**src/rtl/rmv_pkg.sv**
```systemverilog
// Shared types and constants for the running mean / variance block.
// Used by every module under rtl/; depends on nothing.
`timescale 1ns / 1ps
`default_nettype none

package rmv_pkg;

  localparam int SAMPLE_W  = 32;
  localparam int MAX_COUNT = 65536;
  localparam int CNT_W     = $clog2(MAX_COUNT + 1);
  localparam int MAG_W     = SAMPLE_W + 1;        // |sample - mean| magnitude
  localparam int M2_W      = 2 * SAMPLE_W - 1;    // Q31.32, saturating at 2^63-1
  localparam int PROD_W    = 2 * MAG_W;
  localparam int DIVD_W    = 2 * SAMPLE_W;
  localparam int STEP_W    = $clog2(DIVD_W + 1);
  localparam int IQ_DEPTH  = 2;
  localparam int IQ_AW     = $clog2(IQ_DEPTH);
  localparam int IQ_CW     = $clog2(IQ_DEPTH + 1);

  typedef struct packed {
    logic [SAMPLE_W-1:0] sample;
    logic                last;
  } item_t;

  typedef struct packed {
    logic [SAMPLE_W-1:0] mean;
    logic [M2_W-1:0]     variance;
    logic                overflow;
  } result_t;

  typedef struct packed {
    logic              start;
    logic [STEP_W-1:0] steps;
    logic [DIVD_W-1:0] dividend;
    logic [CNT_W-1:0]  divisor;
  } div_req_t;

  typedef struct packed {
    logic              done;
    logic [DIVD_W-1:0] quotient;
  } div_rsp_t;

endpackage

`default_nettype wire

```
**src/rtl/rmv_front.sv**
```systemverilog
// Input side: small request queue that accepts samples and hands them to the back end.
// Depends on rmv_pkg.
`timescale 1ns / 1ps
`default_nettype none

module rmv_front (
  input  wire logic          clk_i,
  input  wire logic          rst_ni,
  input  wire logic          push,
  output logic               full,
  input  wire logic [rmv_pkg::SAMPLE_W-1:0] sample_i,
  input  wire logic          last_sample_i,
  output logic               item_valid_o,
  output rmv_pkg::item_t     item_o,
  input  wire logic          item_pop_i
);

  rmv_pkg::item_t                   mem_q [rmv_pkg::IQ_DEPTH];
  logic [rmv_pkg::IQ_AW-1:0]        wr_ptr_q, rd_ptr_q;
  logic [rmv_pkg::IQ_CW-1:0]        count_q;
  logic                             do_push, do_pop;

  assign full         = (count_q == rmv_pkg::IQ_CW'(rmv_pkg::IQ_DEPTH));
  assign item_valid_o = (count_q != '0);
  assign item_o       = mem_q[rd_ptr_q];
  assign do_push      = push && !full;
  assign do_pop       = item_pop_i && item_valid_o;

  always_ff @(posedge clk_i) begin
    if (do_push) begin
      mem_q[wr_ptr_q] <= '{sample: sample_i, last: last_sample_i};
    end
  end

  always_ff @(posedge clk_i or negedge rst_ni) begin
    if (!rst_ni) begin
      wr_ptr_q <= '0;
      rd_ptr_q <= '0;
      count_q  <= '0;
    end else begin
      if (do_push) begin
        wr_ptr_q <= (wr_ptr_q == rmv_pkg::IQ_AW'(rmv_pkg::IQ_DEPTH - 1)) ? '0
                                                                          : wr_ptr_q + 1'b1;
      end
      if (do_pop) begin
        rd_ptr_q <= (rd_ptr_q == rmv_pkg::IQ_AW'(rmv_pkg::IQ_DEPTH - 1)) ? '0
                                                                          : rd_ptr_q + 1'b1;
      end
      if (do_push && !do_pop) begin
        count_q <= count_q + 1'b1;
      end else if (do_pop && !do_push) begin
        count_q <= count_q - 1'b1;
      end
    end
  end

endmodule

`default_nettype wire

```
**src/rtl/rmv_div.sv**
```systemverilog
// Radix-2 restoring divider, one quotient bit per cycle, step count set per request.
// Depends on rmv_pkg.
`timescale 1ns / 1ps
`default_nettype none

module rmv_div (
  input  wire logic        clk_i,
  input  wire logic        rst_ni,
  input  wire rmv_pkg::div_req_t req_i,
  output rmv_pkg::div_rsp_t rsp_o
);

  logic [rmv_pkg::DIVD_W-1:0] dvd_q;   // dividend shifts out the top, quotient in the bottom
  logic [rmv_pkg::CNT_W-1:0]  dsr_q;
  logic [rmv_pkg::CNT_W-1:0]  rem_q;
  logic [rmv_pkg::STEP_W-1:0] cnt_q;
  logic                       busy_q, done_q;

  logic [rmv_pkg::CNT_W:0]    shifted, diff;
  logic                       ge;

  assign shifted = {rem_q, dvd_q[rmv_pkg::DIVD_W-1]};
  assign diff    = shifted - {1'b0, dsr_q};
  assign ge      = (shifted >= {1'b0, dsr_q});

  assign rsp_o.done     = done_q;
  assign rsp_o.quotient = dvd_q;

  always_ff @(posedge clk_i or negedge rst_ni) begin
    if (!rst_ni) begin
      dvd_q  <= '0;
      dsr_q  <= '0;
      rem_q  <= '0;
      cnt_q  <= '0;
      busy_q <= 1'b0;
      done_q <= 1'b0;
    end else begin
      // pulse after the last step
      done_q <= !req_i.start && busy_q && (cnt_q == rmv_pkg::STEP_W'(1));
      if (req_i.start) begin
        dvd_q  <= req_i.dividend;
        dsr_q  <= req_i.divisor;
        rem_q  <= '0;
        cnt_q  <= req_i.steps;
        busy_q <= 1'b1;
      end else if (busy_q) begin
        dvd_q <= {dvd_q[rmv_pkg::DIVD_W-2:0], ge};
        rem_q <= ge ? diff[rmv_pkg::CNT_W-1:0] : shifted[rmv_pkg::CNT_W-1:0];
        cnt_q <= cnt_q - 1'b1;
        if (cnt_q == rmv_pkg::STEP_W'(1)) begin
          busy_q <= 1'b0;
        end
      end
    end
  end

endmodule

`default_nettype wire

```
**src/rtl/rmv_back.sv**
```systemverilog
// Back end: sequencer that folds one sample into mean / M2 and produces the final result.
// Depends on rmv_pkg; drives the shared divider rmv_div.
`timescale 1ns / 1ps
`default_nettype none

module rmv_back (
  input  wire logic           clk_i,
  input  wire logic           rst_ni,
  input  wire logic           item_valid_i,
  input  wire rmv_pkg::item_t item_i,
  output logic                item_pop_o,
  output rmv_pkg::div_req_t   div_req_o,
  input  wire rmv_pkg::div_rsp_t div_rsp_i,
  output logic                res_valid_o,
  output rmv_pkg::result_t    res_o,
  input  wire logic           res_ready_i
);

  localparam int W  = rmv_pkg::SAMPLE_W;
  localparam int MW = rmv_pkg::MAG_W;

  typedef enum logic [3:0] {
    ST_IDLE, ST_DELTA, ST_DIV_WAIT, ST_NEWMEAN, ST_MULT, ST_PROD,
    ST_ACCUM, ST_FINISH, ST_VAR_WAIT, ST_EMIT
  } state_e;

  state_e                      state_q;
  logic [W-1:0]                mean_q, nm_q, x_q;
  logic [rmv_pkg::M2_W-1:0]    m2_q, var_q;
  logic [rmv_pkg::CNT_W-1:0]   cnt_q;
  logic                        ovf_q, last_q, d0_neg_q;
  logic [MW-1:0]               d0mag_q, d1mag_q;
  logic [2*W-1:0]              pp_q;
  logic [rmv_pkg::PROD_W-1:0]  prod_q;

  logic [MW-1:0]               d0, d1;
  logic [MW:0]                 nm_ext, q_ext;
  logic [W-1:0]                nm_clamp;
  logic [rmv_pkg::PROD_W-1:0]  prod_sum;
  logic [rmv_pkg::M2_W:0]      m2_sum;
  logic                        prod_sat;

  assign item_pop_o  = (state_q == ST_IDLE);
  assign res_valid_o = (state_q == ST_EMIT);
  assign res_o       = '{mean: mean_q, variance: var_q, overflow: ovf_q};

  assign d0 = {x_q[W-1], x_q} - {mean_q[W-1], mean_q};
  assign d1 = {x_q[W-1], x_q} - {nm_q[W-1], nm_q};

  // new mean = old mean +/- truncated quotient, clamped to Q16.16
  assign q_ext  = {1'b0, div_rsp_i.quotient[MW-1:0]};
  assign nm_ext = d0_neg_q ? ({{2{mean_q[W-1]}}, mean_q} - q_ext)
                           : ({{2{mean_q[W-1]}}, mean_q} + q_ext);
  always_comb begin
    if (!nm_ext[MW] && (nm_ext[MW-1:W-1] != 2'b00)) begin
      nm_clamp = {1'b0, {(W-1){1'b1}}};
    end else if (nm_ext[MW] && (nm_ext[MW-1:W-1] != 2'b11)) begin
      nm_clamp = {1'b1, {(W-1){1'b0}}};
    end else begin
      nm_clamp = nm_ext[W-1:0];
    end
  end

  // 33x33 product from one 32x32 partial plus shifted corrections for the top bits
  assign prod_sum = rmv_pkg::PROD_W'(pp_q)
                  + (d0mag_q[W] ? rmv_pkg::PROD_W'({d1mag_q[W-1:0], {W{1'b0}}}) : '0)
                  + (d1mag_q[W] ? rmv_pkg::PROD_W'({d0mag_q[W-1:0], {W{1'b0}}}) : '0)
                  + ((d0mag_q[W] && d1mag_q[W]) ? {2'b01, {(2*W){1'b0}}} : '0);

  assign prod_sat = |prod_q[rmv_pkg::PROD_W-1:rmv_pkg::M2_W];
  assign m2_sum   = {1'b0, m2_q} + {1'b0, prod_q[rmv_pkg::M2_W-1:0]};

  always_ff @(posedge clk_i or negedge rst_ni) begin
    if (!rst_ni) begin
      state_q   <= ST_IDLE;
      mean_q    <= '0;
      m2_q      <= '0;
      cnt_q     <= '0;
      ovf_q     <= 1'b0;
      var_q     <= '0;
      nm_q      <= '0;
      x_q       <= '0;
      last_q    <= 1'b0;
      d0_neg_q  <= 1'b0;
      d0mag_q   <= '0;
      d1mag_q   <= '0;
      pp_q      <= '0;
      prod_q    <= '0;
      div_req_o <= '0;
    end else begin
      // one-cycle start for the mean step and for the final variance division
      div_req_o.start <= (state_q == ST_DELTA) || ((state_q == ST_FINISH) && last_q);
      case (state_q)
        ST_IDLE: begin
          if (item_valid_i) begin
            x_q    <= item_i.sample;
            last_q <= item_i.last;
            if (cnt_q >= rmv_pkg::CNT_W'(rmv_pkg::MAX_COUNT)) begin
              ovf_q   <= 1'b1;
              state_q <= ST_FINISH;
            end else begin
              state_q <= ST_DELTA;
            end
          end
        end
        ST_DELTA: begin
          d0_neg_q           <= d0[MW-1];
          d0mag_q            <= d0[MW-1] ? (~d0 + 1'b1) : d0;
          div_req_o.steps    <= rmv_pkg::STEP_W'(MW);
          div_req_o.dividend <= {(d0[MW-1] ? (~d0 + 1'b1) : d0),
                                 {(rmv_pkg::DIVD_W-MW){1'b0}}};
          div_req_o.divisor  <= cnt_q + 1'b1;
          state_q            <= ST_DIV_WAIT;
        end
        ST_DIV_WAIT: begin
          if (div_rsp_i.done) begin
            nm_q    <= nm_clamp;
            state_q <= ST_NEWMEAN;
          end
        end
        ST_NEWMEAN: begin
          d1mag_q <= d1[MW-1] ? (~d1 + 1'b1) : d1;
          state_q <= ST_MULT;
        end
        ST_MULT: begin
          pp_q    <= d0mag_q[W-1:0] * d1mag_q[W-1:0];
          state_q <= ST_PROD;
        end
        ST_PROD: begin
          prod_q  <= prod_sum;
          state_q <= ST_ACCUM;
        end
        ST_ACCUM: begin
          if (prod_sat || m2_sum[rmv_pkg::M2_W]) begin
            m2_q  <= '1;
            ovf_q <= 1'b1;
          end else begin
            m2_q <= m2_sum[rmv_pkg::M2_W-1:0];
          end
          mean_q  <= nm_q;
          cnt_q   <= cnt_q + 1'b1;
          state_q <= ST_FINISH;
        end
        ST_FINISH: begin
          if (last_q) begin
            div_req_o.steps    <= rmv_pkg::STEP_W'(rmv_pkg::DIVD_W);
            div_req_o.dividend <= {1'b0, m2_q};
            // single sample: variance is M2 itself
            div_req_o.divisor  <= (cnt_q > rmv_pkg::CNT_W'(1)) ? (cnt_q - 1'b1)
                                                               : rmv_pkg::CNT_W'(1);
            state_q            <= ST_VAR_WAIT;
          end else begin
            state_q <= ST_IDLE;
          end
        end
        ST_VAR_WAIT: begin
          if (div_rsp_i.done) begin
            var_q   <= div_rsp_i.quotient[rmv_pkg::M2_W-1:0];
            state_q <= ST_EMIT;
          end
        end
        ST_EMIT: begin
          if (res_ready_i) begin
            mean_q  <= '0;
            m2_q    <= '0;
            cnt_q   <= '0;
            ovf_q   <= 1'b0;
            state_q <= ST_IDLE;
          end
        end
        default: begin
          state_q <= ST_IDLE;
        end
      endcase
    end
  end

endmodule

`default_nettype wire

```
**src/rtl/running_mean_variance.sv**
```systemverilog
// Running mean and sample variance (Welford) over signed Q16.16 samples.
// Input channel: push / full, sample_i and last_sample_i; a request is taken when
//   push is high and full is low. A two-entry queue buffers requests.
// Result channel: empty / pop; mean_value_o, variance_value_o and count_overflow_o
//   hold the oldest result while empty is low; pop takes it.
// One result appears per sequence, after the sample marked with last_sample_i.
// A plain sample occupies the back end through a 33-step radix-2 division of
//   (sample - mean) by the count in rmv_div; the next sample is taken only once
//   the back end is idle again. A sample past the count limit skips that division.
// A marked sample then runs a 64-step division of M2 by (n - 1) in the same
//   divider, and its result passes on through the output register.
// When the receiver does not pop, the result register stays full, the back end
//   holds its finished result, and the input queue fills and raises full.
// Reset clears the queues, the running statistics and the sample count; the
//   block accepts requests in the first cycle after reset.
// Depends on rmv_pkg, rmv_front, rmv_div and rmv_back.
`timescale 1ns / 1ps
`default_nettype none

module running_mean_variance (
  input  wire logic                         clk_i,
  input  wire logic                         rst_ni,
  input  wire logic                         push,
  output logic                              full,
  input  wire logic [rmv_pkg::SAMPLE_W-1:0] sample_i,
  input  wire logic                         last_sample_i,
  output logic                              empty,
  input  wire logic                         pop,
  output logic [rmv_pkg::SAMPLE_W-1:0]      mean_value_o,
  output logic [rmv_pkg::M2_W-1:0]          variance_value_o,
  output logic                              count_overflow_o
);

  logic               item_valid, item_pop;
  rmv_pkg::item_t     item;
  rmv_pkg::div_req_t  div_req;
  rmv_pkg::div_rsp_t  div_rsp;
  logic               res_valid, res_ready;
  rmv_pkg::result_t   res;
  rmv_pkg::result_t   out_q;
  logic               out_valid_q;

  rmv_front u_front (
    .clk_i         (clk_i),
    .rst_ni        (rst_ni),
    .push          (push),
    .full          (full),
    .sample_i      (sample_i),
    .last_sample_i (last_sample_i),
    .item_valid_o  (item_valid),
    .item_o        (item),
    .item_pop_i    (item_pop)
  );

  rmv_div u_div (
    .clk_i  (clk_i),
    .rst_ni (rst_ni),
    .req_i  (div_req),
    .rsp_o  (div_rsp)
  );

  rmv_back u_back (
    .clk_i        (clk_i),
    .rst_ni       (rst_ni),
    .item_valid_i (item_valid),
    .item_i       (item),
    .item_pop_o   (item_pop),
    .div_req_o    (div_req),
    .div_rsp_i    (div_rsp),
    .res_valid_o  (res_valid),
    .res_o        (res),
    .res_ready_i  (res_ready)
  );

  assign res_ready = !out_valid_q || pop;

  always_ff @(posedge clk_i or negedge rst_ni) begin
    if (!rst_ni) begin
      out_valid_q <= 1'b0;
    end else if (res_ready) begin
      out_valid_q <= res_valid;
    end
  end

  always_ff @(posedge clk_i) begin
    if (res_ready && res_valid) begin
      out_q <= res;
    end
  end

  assign empty            = !out_valid_q;
  assign mean_value_o     = out_q.mean;
  assign variance_value_o = out_q.variance;
  assign count_overflow_o = out_q.overflow;

endmodule

`default_nettype wire

```
**config.mk**
```make
export PLATFORM = sky130hd
export DESIGN_NAME = running_mean_variance
export DESIGN_NICKNAME = d
export VERILOG_FILES = /design/src/rtl/rmv_pkg.sv /design/src/rtl/rmv_front.sv /design/src/rtl/rmv_div.sv /design/src/rtl/rmv_back.sv /design/src/rtl/running_mean_variance.sv
export SDC_FILE = /design/constraint.sdc
export NUM_CORES = 2
export LEC_CHECK = 0
export ABC_CLOCK_PERIOD_IN_PS = 10000
export BUFFER_PORTS_ARGS = -buffer_cell sky130_fd_sc_hd__buf_2
export CAP_MARGIN = 25
export CELL_PAD_IN_SITES_DETAIL_PLACEMENT = 1
export CELL_PAD_IN_SITES_GLOBAL_PLACEMENT = 1
export CORE_MARGIN = 5
export CORE_UTILIZATION = 40
export DETAILED_ROUTE_END_ITERATION = 10
export PLACE_DENSITY_LB_ADDON = 0.1
export SYNTH_ARGS = -nofsm -noshare
export SYNTH_HDL_FRONTEND = slang
export SYNTH_HIERARCHICAL = 1
export SYNTH_SLANG_ARGS = --single-unit
```
**constraint.sdc**
```tcl
create_clock -name clk_i -period 10 [get_ports clk_i]
set_input_delay 3 -clock clk_i [delete_from_list [all_inputs] [get_ports clk_i]]
set_output_delay 3 -clock clk_i [all_outputs]
set_load 0.02 [all_outputs]
```
==> flow_summary_export.csv <==
group,metric,value,unit
cts,cts_resized,0,
critical_path,start_kind,"flip-flop",
final_layout,fillers,22347,
floorplanning,pin_count,135,
placement,io_buffers,134,
cts,path_clk_slew,60,ps
final_layout,multiInputGateArea,0.05267,mm²
routing,first_pass_iters,5,
critical_path,required,10610,ps
routing,drt_iter0_drc,3635,
power_and_ir_drop,leakage,41.13,nW
critical_path,slowest_stage,"dfrtp_1",
synth,ys.flop_type,"dfrtp_1",
critical_path,worst_ep_arrival_time,9810,ps
cts,cts_root_buf,"clkbuf_16",
grt,grt_usage,25.39,%
floorplanning,dieArea,0.2073,mm²
routing,vias_per_cell,5.455,
worst_hold_path,min_from,"u_back/var_q[45]",
power_and_ir_drop,p_int,5.419,mW
run_status,run_status,"completed",
synth,yosys_warnings,6,
worst_hold_path,holdPathEnd,"variance_value_o[45]",
sta,setup_viol,0,
floorplanning,die_w,455.3,µm
synth,syn_inst,8398,
critical_path,cp_cell_sequence,"buf_4 > and2_1 > fa_1 > inv_1 > fa_1 > fa_1 > fa_1 > inv_1 > fa_1 > fa_1 > fa_1 > fa_1 > ha_1 > and2_1 > nand3_1 > o21ai_0 > a221o_1 > a31oi_1 > o21ai_1 > a41oi_1 > xor2_1 > o21ai_0",
final_layout,nets,9759,
worst_hold_path,whs_path_depth,0,
sta,hold_viol,0,
grt,grt_max_degree,147,
cts,clock-sinks,800,
final_layout,layout-drive-gt1-share,7.947,%
routing,finalWirelength,261500,µm
routing,drc,0,
placement,hpwl,206400,µm
sta,fin_setup_tns,0,ps
power_and_ir_drop,pwr-share-clk,48.8,%
floorplanning,die_height,455.3,µm
cts,cts_tree,"yes",
synth,seq_area_frac_synth,26.27,%
sta,tightest_slew,1098,ps
sta,max_freq,0.1088,GHz
critical_path,crit_type,"flip-flop to flip-flop",
cts,numCtsBuffers,88,
synth,avgSynthCellArea,9.443,µm²
flow_run,drv_cap,0,
sta,finClkSkew,42.06,ps
power_and_ir_drop,ir_drop,0.0001460,V
power_and_ir_drop,p_per_area,82.08,mW/mm²
placement,placed_cell_area,0.08251,mm²
sta,finalMaxSlewViolations,0,
critical_path,setup.worst_path.end_class,"flip-flop",
grt,grt_pass1_vias,65146,
sta,rsz0062_at_grt,"no",
synth,synth_seq_cells,800,
power_and_ir_drop,p_comb_share,2.5,%
floorplanning,initial_core_util,40.21,%
synth,synth_cell_type_count,114,
cts,clk_latency,730,ps
cts,post_cts_buffers,0,
power_and_ir_drop,pwr-share-seq,48.6,%
synth,synthArstFlopShare,79.75,%
routing,detail_route.wl_per_cell,23.71,µm
power_and_ir_drop,switching_share,23.01,%
routing,num_vias,60167,
placement,place_congestion,0.8982,
cts,cts_buffer_depth,3,
synth,synth.cell_area,0.07931,mm²
synth,synth_enable_flop_cells,162,
sta,slew_headroom,26.24,%
power_and_ir_drop,switchingPower,1.619,mW
critical_path,worst_r2r_endpoint,"u_back/pp_q[56]",
sta,finalCriticalPeriod,9195,ps
routing,ant_nets,0,
critical_path,reg2regPathDepth,22,
sta,fin_crit_sh,91.95,%
critical_path,reg2reg_from,"u_back/d1mag_q[3]",
critical_path,cp_max_fo,21,
cts,htreeDepth,3,
final_layout,final_area,0.08575,mm²
critical_path,path_common_cell,"fa_1",
critical_path,reg2reg_slack,800,ps
floorplanning,design.core.area,0.1972,mm²
final_layout,synthToLayoutAreaGrowth,8.120,%
cts,ctsHoldBuffers,0,
critical_path,crit_path_max_incr_delay,850,ps
floorplanning,rows,163,
grt,antenna_found_initial,12,
grt,grt-ovfl-total,0,
final_layout,seqCellArea,0.02084,mm²
grt,grt_pass1_wl,406500,µm
worst_hold_path,hold_class,"flip-flop to flip-flop",
[registers in the layout (all words and copies together) (netlist names), 33 cells and up]
name and flops:
u_back/pp_q 64, u_back/prod_q 66, u_back/d0mag_q 33, variance_value_o 63, u_back/d1mag_q 33, u_front/mem_q 66, u_div/dvd_q 64, u_back/div_req_o 84
u_back/m2_q 63, u_back/var_q 63
[area by class of cell]
type                       instances  share of cell area [%]
clock buffer                     120                   2.837
sequential                       800                   24.30
timing repair buffer             273                   2.241
tap                             2640                   3.852
clock inverter                    43                  0.6683
inverter                        1061                   4.645
antenna                            9                 0.02627
multi-input combinational       6083                   61.43
[Yosys cell counts, types with 162 or more instances]
| library cell | n | area [µm²] |
|---|---|---|
| nand2_1 | 1154 | 4332 |
| inv_1 | 1060 | 3979 |
| fa_1 | 934 | 18700 |
| and2_1 | 650 | 4066 |
| dfrtp_1 | 638 | 15970 |
| o21ai_0 | 535 | 2678 |
| ha_1 | 481 | 6018 |
| clkbuf_1 | 402 | 1509 |
| a21oi_1 | 318 | 1592 |
| nor2_1 | 256 | 960.9 |
| xnor2_1 | 202 | 1769 |
| edfxtp_1 | 162 | 4865 |
[critical path: cells and delay by family (launching register included)]
family / cells / cell delay (ps)
fa+ha+maj: 9 / 4370
buf+inv: 3 / 560
compound gates: 6 / 2610
flops: 1 / 850
simple gates: 3 / 550
xor+xnor: 1 / 180
[stage by stage]
| step | worst slack, ps | util (%) | std cells | total power [mW] | hold slack [ps] |
|---|---|---|---|---|---|
| floorplan | 2515 | - | 8401 | 3.560 | 419.4 |
| global placement | 1079 | 41.82 | 10846 | 3.660 | 425.7 |
| detailed placement | 892.0 | 41.84 | 10849 | 3.668 | 429.3 |
| CTS | 865.9 | 43.36 | 11012 | 7.139 | 441.1 |
| global route | 390.3 | 43.47 | 11020 | 7.295 | 456.3 |
| finish | 805.0 | 43.48 | 11029 | 7.038 | 442.6 |
[layer usage]
metal | global-route usage (%) | wire [µm]
met1 | 35.99 | 121500
met2 | 43.35 | 127300
met3 | 2.339 | 8700
met4 | 3.765 | 3998
met5 | 0 | 0
[power groups by stage]
stage / combinational, mW / clock [mW] / sequential, mW
2_1_floorplan: 0.0810 / 0 / 3.48
3_3_place_gp: 0.181 / 0 / 3.48
3_5_place_dp: 0.184 / 0 / 3.48
4_1_cts: 0.185 / 3.53 / 3.42
5_1_grt: 0.201 / 3.67 / 3.42
6_report: 0.179 / 3.44 / 3.42
[worst max path at each step]
stage                             startpoint               to  slack (ps)  cells after the start
after floorplan            u_back/d1mag_q[8]  u_back/pp_q[56]        2520                     29
after global placement    u_back/d0mag_q[14]  u_back/pp_q[49]        1080                     27
after detailed placement  u_back/d0mag_q[14]  u_back/pp_q[49]         890                     27
after CTS                 u_back/d0mag_q[14]  u_back/pp_q[49]         870                     27
after global routing       u_back/d1mag_q[8]  u_back/pp_q[58]         390                     27
final                      u_back/d1mag_q[3]  u_back/pp_q[56]         800                     22
[cell usage in the layout (no fill, tap or decap), types with 37 or more instances in the layout]
cell,instances
nand2_1,1150
inv_1,1060
fa_1,934
and2_1,649
dfrtp_1,635
o21ai_0,535
ha_1,481
a21oi_1,317
nor2_1,253
xnor2_1,202
edfxtp_1,162
a21o_1,158
mux2_2,138
xor2_1,137
buf_2,135
buf_4,125
nand3_1,113
clkbuf_16,88
nor3_1,85
mux2i_1,72
a221o_1,51
o21a_1,50
nand4_1,48
and3_1,46
a31oi_1,44
o21bai_1,44
nand2b_1,39
nor2b_1,37
[kinds of logic (layout without fill, tap and decap cells)]
logic type	after synthesis	in the layout	share of synthesized area (%)
buffers and inverters	1518	1497	7.444
and+or+nand+nor	2583	2583	15.90
xor gates and xnor gates	339	339	3.744
adders and majority gates	1415	1415	31.17
AOI/OAI and AO/OA	1503	1503	12.06
other	1	13	0.004729
muxes	239	239	3.417
DFF	800	800	26.27
No activity file was read; power rests on OpenSTA's default activity.
